## config.mk

```make
export PLATFORM = sky130hd
export DESIGN_NAME = notify_frame_decoder_top
export DESIGN_NICKNAME = d
export VERILOG_FILES = /design/src/rtl/core/nfd_pkg.sv /design/src/rtl/core/nfd_front.sv /design/src/rtl/core/nfd_cmd_queue.sv /design/src/rtl/core/nfd_back.sv /design/src/rtl/core/notify_frame_decoder_top.sv
export SDC_FILE = /design/constraint.sdc
export NUM_CORES = 1
export LEC_CHECK = 0
export BUFFER_PORTS_ARGS = -buffer_cell sky130_fd_sc_hd__buf_4
export CAP_MARGIN = 20
export CORE_ASPECT_RATIO = 1.1
export CORE_MARGIN = 2
export CORE_UTILIZATION = 50
export CTS_CLUSTER_DIAMETER = 120
export DETAILED_ROUTE_END_ITERATION = 8
export PLACE_DENSITY = 0.71
export SLEW_MARGIN = 20
export SYNTH_ARGS = -nofsm -noshare
export SYNTH_HDL_FRONTEND = slang
export SYNTH_SLANG_ARGS = --single-unit
```

## constraint.sdc

```tcl
create_clock -name clk -period 4.61 [get_ports clk]
set_clock_uncertainty 0.2 [all_clocks]
set_input_delay 0.922 -clock clk [delete_from_list [all_inputs] [get_ports clk]]
set_output_delay 0.922 -clock clk [all_outputs]
set_load 0.01 [all_outputs]
```

## src/rtl/core/nfd_pkg.sv

```systemverilog
//------------------------------------------------------------------------------
// Notify frame decoder package
// Shared types, status and kind codes, and sizes for the frame decoder.
//------------------------------------------------------------------------------
`default_nettype none

package nfd_pkg;

    localparam int unsigned MAX_TEXT = 64;
    localparam int unsigned QUEUE_DEPTH = 4;
    localparam int unsigned QPTR_W = $clog2(QUEUE_DEPTH);
    localparam int unsigned QCNT_W = $clog2(QUEUE_DEPTH + 1);

    localparam logic [1:0] ST_OK      = 2'd0;
    localparam logic [1:0] ST_UNKNOWN = 2'd1;
    localparam logic [1:0] ST_TRUNC   = 2'd2;
    localparam logic [1:0] ST_LONG    = 2'd3;

    localparam logic [1:0] KIND_NOTIFY = 2'd0;
    localparam logic [1:0] KIND_ACK    = 2'd1;
    localparam logic [1:0] KIND_PING   = 2'd2;
    localparam logic [1:0] KIND_PONG   = 2'd3;

    localparam logic [1:0] REG_TAG_NOTIFY = 2'd0;
    localparam logic [1:0] REG_TAG_ACK    = 2'd1;
    localparam logic [1:0] REG_TAG_PING   = 2'd2;
    localparam logic [1:0] REG_TAG_PONG   = 2'd3;

    typedef struct packed {
        logic [7:0] byte_in;
        logic       end_of_buffer;
    } in_beat_t;

    typedef struct packed {
        logic       record_type;
        logic [1:0] status;
        logic [1:0] frame_kind;
        logic [7:0] agent_id;
        logic [7:0] agent_status;
        logic [6:0] text_length;
        logic [7:0] text_byte;
        logic [5:0] text_position;
        logic       final_record;
    } out_beat_t;

    typedef struct packed {
        logic       has_text;
        logic [7:0] text_byte;
        logic [5:0] text_position;
        logic       has_summary;
        logic [1:0] status;
        logic [1:0] frame_kind;
        logic [7:0] agent_id;
        logic [7:0] agent_status;
        logic [6:0] text_length;
    } cmd_t;

endpackage

`default_nettype wire

```

## src/rtl/core/nfd_front.sv

```systemverilog
//------------------------------------------------------------------------------
// Notify frame decoder front end
// Holds the tag registers, parses one byte per beat and issues one command
// per byte that yields any record.
//------------------------------------------------------------------------------
`default_nettype none

module nfd_front (
    input  wire logic             clk,
    input  wire logic             rst_n,
    input  wire logic             in_valid,
    output logic                  in_stall,
    input  wire nfd_pkg::in_beat_t in_data,
    input  wire logic             cfg_we,
    input  wire logic [1:0]       cfg_index,
    input  wire logic [7:0]       cfg_data,
    input  wire logic             queue_full,
    output logic                  push,
    output nfd_pkg::cmd_t         push_cmd
);

    localparam logic [2:0] PH_TAG   = 3'd0;
    localparam logic [2:0] PH_AGENT = 3'd1;
    localparam logic [2:0] PH_STATE = 3'd2;
    localparam logic [2:0] PH_LEN   = 3'd3;
    localparam logic [2:0] PH_TEXT  = 3'd4;
    localparam logic [2:0] PH_DONE  = 3'd5;

    logic [7:0] tag_notify_reg, tag_ack_reg, tag_ping_reg, tag_pong_reg;
    logic [2:0] phase_reg, phase_next;
    logic [1:0] kind_reg, kind_next;
    logic [7:0] agent_reg, agent_next;
    logic [7:0] agent_status_reg, agent_status_next;
    logic [6:0] text_length_reg, text_length_next;
    logic [6:0] count_reg, count_next;
    logic [1:0] status_reg, status_next;
    logic       accept;
    logic [7:0] b;
    logic [1:0] sum_status;
    nfd_pkg::cmd_t cmd;

    assign in_stall = queue_full;
    assign accept = in_valid && !queue_full;
    assign b = in_data.byte_in;

    always_comb
    begin
        phase_next = phase_reg;
        kind_next = kind_reg;
        agent_next = agent_reg;
        agent_status_next = agent_status_reg;
        text_length_next = text_length_reg;
        count_next = count_reg;
        status_next = status_reg;
        cmd = '0;
        sum_status = nfd_pkg::ST_OK;

        unique case (phase_reg)
            PH_TAG:
            begin
                priority if (b == tag_notify_reg)
                begin
                    kind_next = nfd_pkg::KIND_NOTIFY;
                    phase_next = PH_AGENT;
                end
                else if (b == tag_ack_reg)
                begin
                    kind_next = nfd_pkg::KIND_ACK;
                    phase_next = PH_AGENT;
                end
                else if (b == tag_ping_reg)
                begin
                    kind_next = nfd_pkg::KIND_PING;
                    status_next = nfd_pkg::ST_OK;
                    phase_next = PH_DONE;
                end
                else if (b == tag_pong_reg)
                begin
                    kind_next = nfd_pkg::KIND_PONG;
                    status_next = nfd_pkg::ST_OK;
                    phase_next = PH_DONE;
                end
                else
                begin
                    status_next = nfd_pkg::ST_UNKNOWN;
                    phase_next = PH_DONE;
                end
            end
            PH_AGENT:
            begin
                agent_next = b;
                if (kind_reg == nfd_pkg::KIND_ACK)
                begin
                    status_next = nfd_pkg::ST_OK;
                    phase_next = PH_DONE;
                end
                else
                begin
                    phase_next = PH_STATE;
                end
            end
            PH_STATE:
            begin
                agent_status_next = b;
                phase_next = PH_LEN;
            end
            PH_LEN:
            begin
                if (b > 8'(nfd_pkg::MAX_TEXT))
                begin
                    status_next = nfd_pkg::ST_LONG;
                    phase_next = PH_DONE;
                end
                else
                begin
                    text_length_next = b[6:0];
                    count_next = '0;
                    if (b == 8'd0)
                    begin
                        status_next = nfd_pkg::ST_OK;
                        phase_next = PH_DONE;
                    end
                    else
                    begin
                        phase_next = PH_TEXT;
                    end
                end
            end
            PH_TEXT:
            begin
                cmd.has_text = 1'b1;
                cmd.text_byte = b;
                cmd.text_position = count_reg[5:0];
                count_next = count_reg + 7'd1;
                if (count_next >= text_length_reg)
                begin
                    status_next = nfd_pkg::ST_OK;
                    phase_next = PH_DONE;
                end
            end
            default:
            begin
            end
        endcase

        if (in_data.end_of_buffer)
        begin
            sum_status = (phase_next == PH_DONE) ? status_next : nfd_pkg::ST_TRUNC;
            cmd.has_summary = 1'b1;
            cmd.status = sum_status;
            if (sum_status == nfd_pkg::ST_OK)
            begin
                cmd.frame_kind = kind_next;
                cmd.agent_id = agent_next;
                cmd.agent_status = agent_status_next;
                cmd.text_length = text_length_next;
            end
            phase_next = PH_TAG;
            kind_next = '0;
            agent_next = '0;
            agent_status_next = '0;
            text_length_next = '0;
            count_next = '0;
            status_next = '0;
        end
    end

    assign push = accept && (cmd.has_text || cmd.has_summary);
    assign push_cmd = cmd;

    always_ff @(posedge clk or negedge rst_n)
    begin
        if (!rst_n)
        begin
            tag_notify_reg <= 8'd1;
            tag_ack_reg <= 8'd2;
            tag_ping_reg <= 8'd3;
            tag_pong_reg <= 8'd4;
        end
        else if (cfg_we)
        begin
            unique case (cfg_index)
                nfd_pkg::REG_TAG_NOTIFY: tag_notify_reg <= cfg_data;
                nfd_pkg::REG_TAG_ACK:    tag_ack_reg <= cfg_data;
                nfd_pkg::REG_TAG_PING:   tag_ping_reg <= cfg_data;
                nfd_pkg::REG_TAG_PONG:   tag_pong_reg <= cfg_data;
                default:
                begin
                end
            endcase
        end
    end

    always_ff @(posedge clk or negedge rst_n)
    begin
        if (!rst_n)
        begin
            phase_reg <= PH_TAG;
            kind_reg <= '0;
            agent_reg <= '0;
            agent_status_reg <= '0;
            text_length_reg <= '0;
            count_reg <= '0;
            status_reg <= '0;
        end
        else if (accept)
        begin
            phase_reg <= phase_next;
            kind_reg <= kind_next;
            agent_reg <= agent_next;
            agent_status_reg <= agent_status_next;
            text_length_reg <= text_length_next;
            count_reg <= count_next;
            status_reg <= status_next;
        end
    end

endmodule

`default_nettype wire

```

## src/rtl/core/nfd_cmd_queue.sv

```systemverilog
//------------------------------------------------------------------------------
// Notify frame decoder command queue
// Small register queue that decouples the parser from the record emitter.
//------------------------------------------------------------------------------
`default_nettype none

module nfd_cmd_queue (
    input  wire logic          clk,
    input  wire logic          rst_n,
    input  wire logic          push,
    input  wire nfd_pkg::cmd_t push_cmd,
    output logic               full,
    input  wire logic          pop,
    output nfd_pkg::cmd_t      head_cmd,
    output logic               empty
);

    nfd_pkg::cmd_t slot_reg [nfd_pkg::QUEUE_DEPTH];
    logic [nfd_pkg::QPTR_W-1:0] wr_ptr_reg, rd_ptr_reg;
    logic [nfd_pkg::QCNT_W-1:0] count_reg, count_next;
    logic do_push, do_pop;

    assign full = (count_reg == nfd_pkg::QCNT_W'(nfd_pkg::QUEUE_DEPTH));
    assign empty = (count_reg == '0);
    assign do_push = push && !full;
    assign do_pop = pop && !empty;
    assign head_cmd = slot_reg[rd_ptr_reg];

    always_comb
    begin
        count_next = count_reg;
        if (do_push && !do_pop)
        begin
            count_next = count_reg + 1'b1;
        end
        else if (do_pop && !do_push)
        begin
            count_next = count_reg - 1'b1;
        end
    end

    always_ff @(posedge clk)
    begin
        if (do_push)
        begin
            slot_reg[wr_ptr_reg] <= push_cmd;
        end
    end

    always_ff @(posedge clk or negedge rst_n)
    begin
        if (!rst_n)
        begin
            wr_ptr_reg <= '0;
            rd_ptr_reg <= '0;
            count_reg <= '0;
        end
        else
        begin
            if (do_push)
            begin
                wr_ptr_reg <= wr_ptr_reg + 1'b1;
            end
            if (do_pop)
            begin
                rd_ptr_reg <= rd_ptr_reg + 1'b1;
            end
            count_reg <= count_next;
        end
    end

endmodule

`default_nettype wire

```

## src/rtl/core/nfd_back.sv

```systemverilog
//------------------------------------------------------------------------------
// Notify frame decoder back end
// Turns each queued command into a text record, a summary record or both,
// and holds them in the output register.
//------------------------------------------------------------------------------
`default_nettype none

module nfd_back (
    input  wire logic          clk,
    input  wire logic          rst_n,
    input  wire logic          queue_empty,
    input  wire nfd_pkg::cmd_t head_cmd,
    output logic               pop,
    output logic               out_valid,
    input  wire logic          out_stall,
    output nfd_pkg::out_beat_t out_data
);

    logic               out_valid_reg, out_valid_next;
    nfd_pkg::out_beat_t out_reg, out_next;
    logic               sum_pending_reg, sum_pending_next;
    nfd_pkg::cmd_t      held_reg, held_next;
    logic               slot_free;

    function automatic nfd_pkg::out_beat_t summary_beat(input nfd_pkg::cmd_t c);
        nfd_pkg::out_beat_t o;
        o = '0;
        o.record_type = 1'b1;
        o.status = c.status;
        o.frame_kind = c.frame_kind;
        o.agent_id = c.agent_id;
        o.agent_status = c.agent_status;
        o.text_length = c.text_length;
        o.final_record = 1'b1;
        return o;
    endfunction

    function automatic nfd_pkg::out_beat_t text_beat(input nfd_pkg::cmd_t c);
        nfd_pkg::out_beat_t o;
        o = '0;
        o.text_byte = c.text_byte;
        o.text_position = c.text_position;
        return o;
    endfunction

    assign slot_free = !out_valid_reg || !out_stall;

    always_comb
    begin
        out_valid_next = out_valid_reg;
        out_next = out_reg;
        sum_pending_next = sum_pending_reg;
        held_next = held_reg;
        pop = 1'b0;
        if (slot_free)
        begin
            priority if (sum_pending_reg)
            begin
                out_valid_next = 1'b1;
                out_next = summary_beat(held_reg);
                sum_pending_next = 1'b0;
            end
            else if (!queue_empty)
            begin
                pop = 1'b1;
                out_valid_next = 1'b1;
                held_next = head_cmd;
                if (head_cmd.has_text)
                begin
                    out_next = text_beat(head_cmd);
                    sum_pending_next = head_cmd.has_summary;
                end
                else
                begin
                    out_next = summary_beat(head_cmd);
                end
            end
            else
            begin
                out_valid_next = 1'b0;
            end
        end
    end

    always_ff @(posedge clk)
    begin
        out_reg <= out_next;
        held_reg <= held_next;
    end

    always_ff @(posedge clk or negedge rst_n)
    begin
        if (!rst_n)
        begin
            out_valid_reg <= 1'b0;
            sum_pending_reg <= 1'b0;
        end
        else
        begin
            out_valid_reg <= out_valid_next;
            sum_pending_reg <= sum_pending_next;
        end
    end

    assign out_valid = out_valid_reg;
    assign out_data = out_reg;

endmodule

`default_nettype wire

```

## src/rtl/core/notify_frame_decoder_top.sv

```systemverilog
//------------------------------------------------------------------------------
// Notify frame decoder top level
// Parses received buffers byte by byte into text and frame summary records.
//------------------------------------------------------------------------------
// Usage: the input channel (in_valid, in_stall, in_data) takes one buffer byte
// per beat, with end_of_buffer set on the last byte. The output channel
// (out_valid, out_stall, out_data) gives a text record for every text byte of
// a notify frame and one summary record at each buffer end. A byte that ends
// a buffer inside the text gives its text record first, then the summary.
// An input byte is taken every cycle while the four-entry command queue has
// room. Its command is queued for the output register, which sends one
// record per cycle while out_stall is low; a byte yielding two records holds
// it for both. Sustained rate is one byte per cycle when at most one record
// per byte is produced. When the receiver stalls, the output register holds
// its beat and the queue fills; once it is full, in_stall rises. Tag registers
// are written through cfg_we, cfg_index and cfg_data by the user only while
// the block is idle; the block does not enforce this. Reset sets the tag
// registers to 1, 2, 3 and 4, empties the queue and waits for a tag byte.
//------------------------------------------------------------------------------
`default_nettype none

module notify_frame_decoder_top (
    input  wire logic               clk,
    input  wire logic               rst_n,
    input  wire logic               in_valid,
    output logic                    in_stall,
    input  wire nfd_pkg::in_beat_t  in_data,
    output logic                    out_valid,
    input  wire logic               out_stall,
    output nfd_pkg::out_beat_t      out_data,
    input  wire logic               cfg_we,
    input  wire logic [1:0]         cfg_index,
    input  wire logic [7:0]         cfg_data
);

    logic          push, queue_full, pop, queue_empty;
    nfd_pkg::cmd_t push_cmd, head_cmd;

    nfd_front u_front (
        .clk        (clk),
        .rst_n      (rst_n),
        .in_valid   (in_valid),
        .in_stall   (in_stall),
        .in_data    (in_data),
        .cfg_we     (cfg_we),
        .cfg_index  (cfg_index),
        .cfg_data   (cfg_data),
        .queue_full (queue_full),
        .push       (push),
        .push_cmd   (push_cmd)
    );

    nfd_cmd_queue u_queue (
        .clk      (clk),
        .rst_n    (rst_n),
        .push     (push),
        .push_cmd (push_cmd),
        .full     (queue_full),
        .pop      (pop),
        .head_cmd (head_cmd),
        .empty    (queue_empty)
    );

    nfd_back u_back (
        .clk         (clk),
        .rst_n       (rst_n),
        .queue_empty (queue_empty),
        .head_cmd    (head_cmd),
        .pop         (pop),
        .out_valid   (out_valid),
        .out_stall   (out_stall),
        .out_data    (out_data)
    );

endmodule

`default_nettype wire

```

==> reports/qor.yml <==
clocking:
  clock_sinks: 319
  post-cts-setup-buffers: 0
  h-tree-depth: 1
  cts_buffer_depth: 3
  cts_tree: "yes"
  cts_hold_buf: 0
  cts-root-buf: "clkbuf_16"
  clock_latency_ns: 0.55
  cts.reportedPaths.clkPinSlew_ns: 0.06
  cts_buffers: 31
  ctsResizeCount: 0
route:
  viasPerCell: 5.72
  drtPass1Iterations: 5
  vias: 7645
  wl_mm: 27.0
  wl_per_cell_um: 20.2
  route.detailed.drc: 0
  antenna_left: 0
  drtIter0Drc: 669
setup_path:
  cp_max_fo: 26
  endpoint_kind: "register"
  crit_path_start_kind: "register"
  r2r_setup_slack_ns: 0.86
  arrival_ns: 3.79
  worstPathRequired_ns: 4.65
  critPathKind: "reg -> reg"
synthesis:
  yosys_warnings: 0
  synth_ff_type: "edfxtp_1"
  synth-seq-area-share_pct: 66.2
  syn-instance-count: 883
  async_flop_share_pct: 24.5
  syn_area_um2: 13900
  syn_nets: 921
  syn_avg_cell_area_um2: 15.7
  ys_seq_elements: 319
  synth_cell_types: 69
  synth_edf_count: 241
final_layout:
  largest_reg_flops: 172
  syn2layout_area_growth_pct: 13.5
  final_cell_mix: "241 x edfxtp_1, 93 x nand2_1, 83 x buf_4"
  drive_above_1_share_pct: 27.5
  fin_nets: 986
  final_common_cell: "edfxtp_1"
  diodes: 0
  fin_area_um2: 15800
global_routing:
  grt_pass1_wl_mm: 42.7
  antenna_found_initial: 0
  track_usage_pct: 18.9
  grt_max_degree: 57
  overflow: 0
  grt_pass1_vias: 7670
floorplan:
  rows: 64
  die_w_um: 163
  initial_utilization_pct: 50.4
  num_io_pins: 69
  core_um2: 27500
  dieArea_um2: 29100
  die_h_um: 179
timing:
  max_freq_ghz: 0.267
  rsz0062_at_grt: "false"
  finalSetupTns_ns: 0
  slew_headroom_pct: 38.4
  tightest_slew_ns: 0.922
  hold_viol: 0
  post-route-min-period_ns: 3.75
  setup-violations-final: 0
  slew_viol_final: 0
  period_share_pct: 81.3
outcome:
  status: "finished, final reports clean"
power_and_ir_drop:
  leakagePower_nw: 5.77
  vdd_ir_drop_max_uv: 354
  power_density_nw_per_um2: 661
placed_design:
  placed_cell_area_um2: 14600
  dpl.hpwl_mm: 16.9
  place.gp.congestion: 0.885
  portBuffers: 68
run:
  maxCapViolCount: 0
hold_path:
  min_path_type: "in -> async"
-- layout make-up --
class | instances | area (um2)
Tap cell | 363 | 454
Multi-Input combinational cell | 497 | 4290
Clock buffer | 39 | 846
Inverter | 14 | 52.6
Clock inverter | 19 | 249
Fill cell | 2160 | 11800
Timing Repair Buffer | 85 | 678
Sequential cell | 319 | 9200
-- power by group --
group	internal [mW]	switching (mW)	total, mW
logic	1.32	1.90	3.22
clock network	1.63	1.03	2.66
registers	4.17	0.366	4.54
total	7.12	3.30	10.4
-- synth_stat cells (2+ instances only) --
master      n  area (um2)
a22oi_1    22         165
nor4_2     21         263
nand3b_1    3        22.5
edfxtp_1  241        7240
xnor2_1     5        43.8
maj3_2      2        22.5
mux4_2     42         946
o22ai_1     7        43.8
o21ai_0    60         300
buf_2       7        35.0
nand2b_1    4        25.0
a21o_1      2        15.0
nor2b_1    16         100
nor3b_1     3        22.5
o211ai_4    2        42.5
clkbuf_1   18        67.6
a32o_1      5        50.1
nor2_1     12        45.0
nor3b_2     2        25.0
nor3_1      2        10.0
dfstp_2     5         131
clkbuf_8    6        82.6
o211ai_1    2        15.0
o21bai_4    2        37.5
nor4_1     12        75.1
a21oi_1    10        50.1
dfrtp_1    73        1830
mux2_2     34         383
and2_1     19         119
mux2i_1    21         210
nand3_1     8        40.0
buf_8       3        45.0
nand2_1    93         349
buf_4       4        30.0
buf_6      10         113
a31oi_1     3        18.8
inv_1      14        52.6
buf_1       5        18.8
xor2_1     39         342
ha_1       13         163
nand4_1     3        18.8
-- final timing paths --
path	cells after the start	startpoint	end
worst min-delay path	1	rst_n	u_front.tag_pong_reg[6]
min in group clk	2	u_front.agent_status_reg[1]	u_front.agent_status_reg[1]
worst max-delay path	11	u_front.count_reg[0]	u_queue.slot_reg[2][2]
max in group asynchronous	2	rst_n	u_front.tag_ping_reg[0]
worst max register to register	11	u_front.count_reg[0]	u_queue.slot_reg[2][2]
worst min register to register	2	u_front.agent_status_reg[1]	u_front.agent_status_reg[1]
-- worst max-delay path, cell delays in order, from the launching register on --
cell	delay, ns
dfrtp_1	0.44
ha_1	0.25
nand3_1	0.13
nor2_1	0.15
xor2_1	0.10
ha_1	0.32
nand4_1	0.09
and3b_2	0.22
o221ai_2	0.08
and3_2	0.26
nand3_4	0.38
nor4_1	0.81
-- metrics by stage --
step	worst slack [ns]	util [%]	total power, mW	cells	hold WS (ns)
6_report	0.860	57.2	10.4	1336	0.215
3_3_place_gp	1.05	53.1	7.72	1276	0.285
3_5_place_dp	0.897	53.1	7.79	1276	0.295
2_1_floorplan	0.970	-	6.79	883	0.271
5_1_grt	0.600	57.2	11.0	1336	0.262
4_1_cts	0.938	57.0	10.5	1334	0.223
-- cells by family (layout without fill, tap and decap cells) --
logic type | Yosys count | after routing | synth area share [%]
multiplexers | 97 | 97 | 11.1
buffers and inverters | 67 | 157 | 3.20
AO/OA/AOI/OAI | 129 | 129 | 6.39
XOR/XNOR | 44 | 44 | 2.77
adder cells (fa/ha/maj) | 16 | 16 | 1.48
flip-flops | 319 | 319 | 66.2
AND/OR/NAND/NOR | 211 | 211 | 8.91
-- layer usage --
metal	vias up	share of wire (%)	global-route usage [%]
met3	43	5.0	2.36
met4	0	2.0	4.61
met1	3881	43	26.1
met2	225	50	32.3
met5	-	0	0
li1	3496	-	-
No activity file was read; power rests on OpenSTA's default activity.
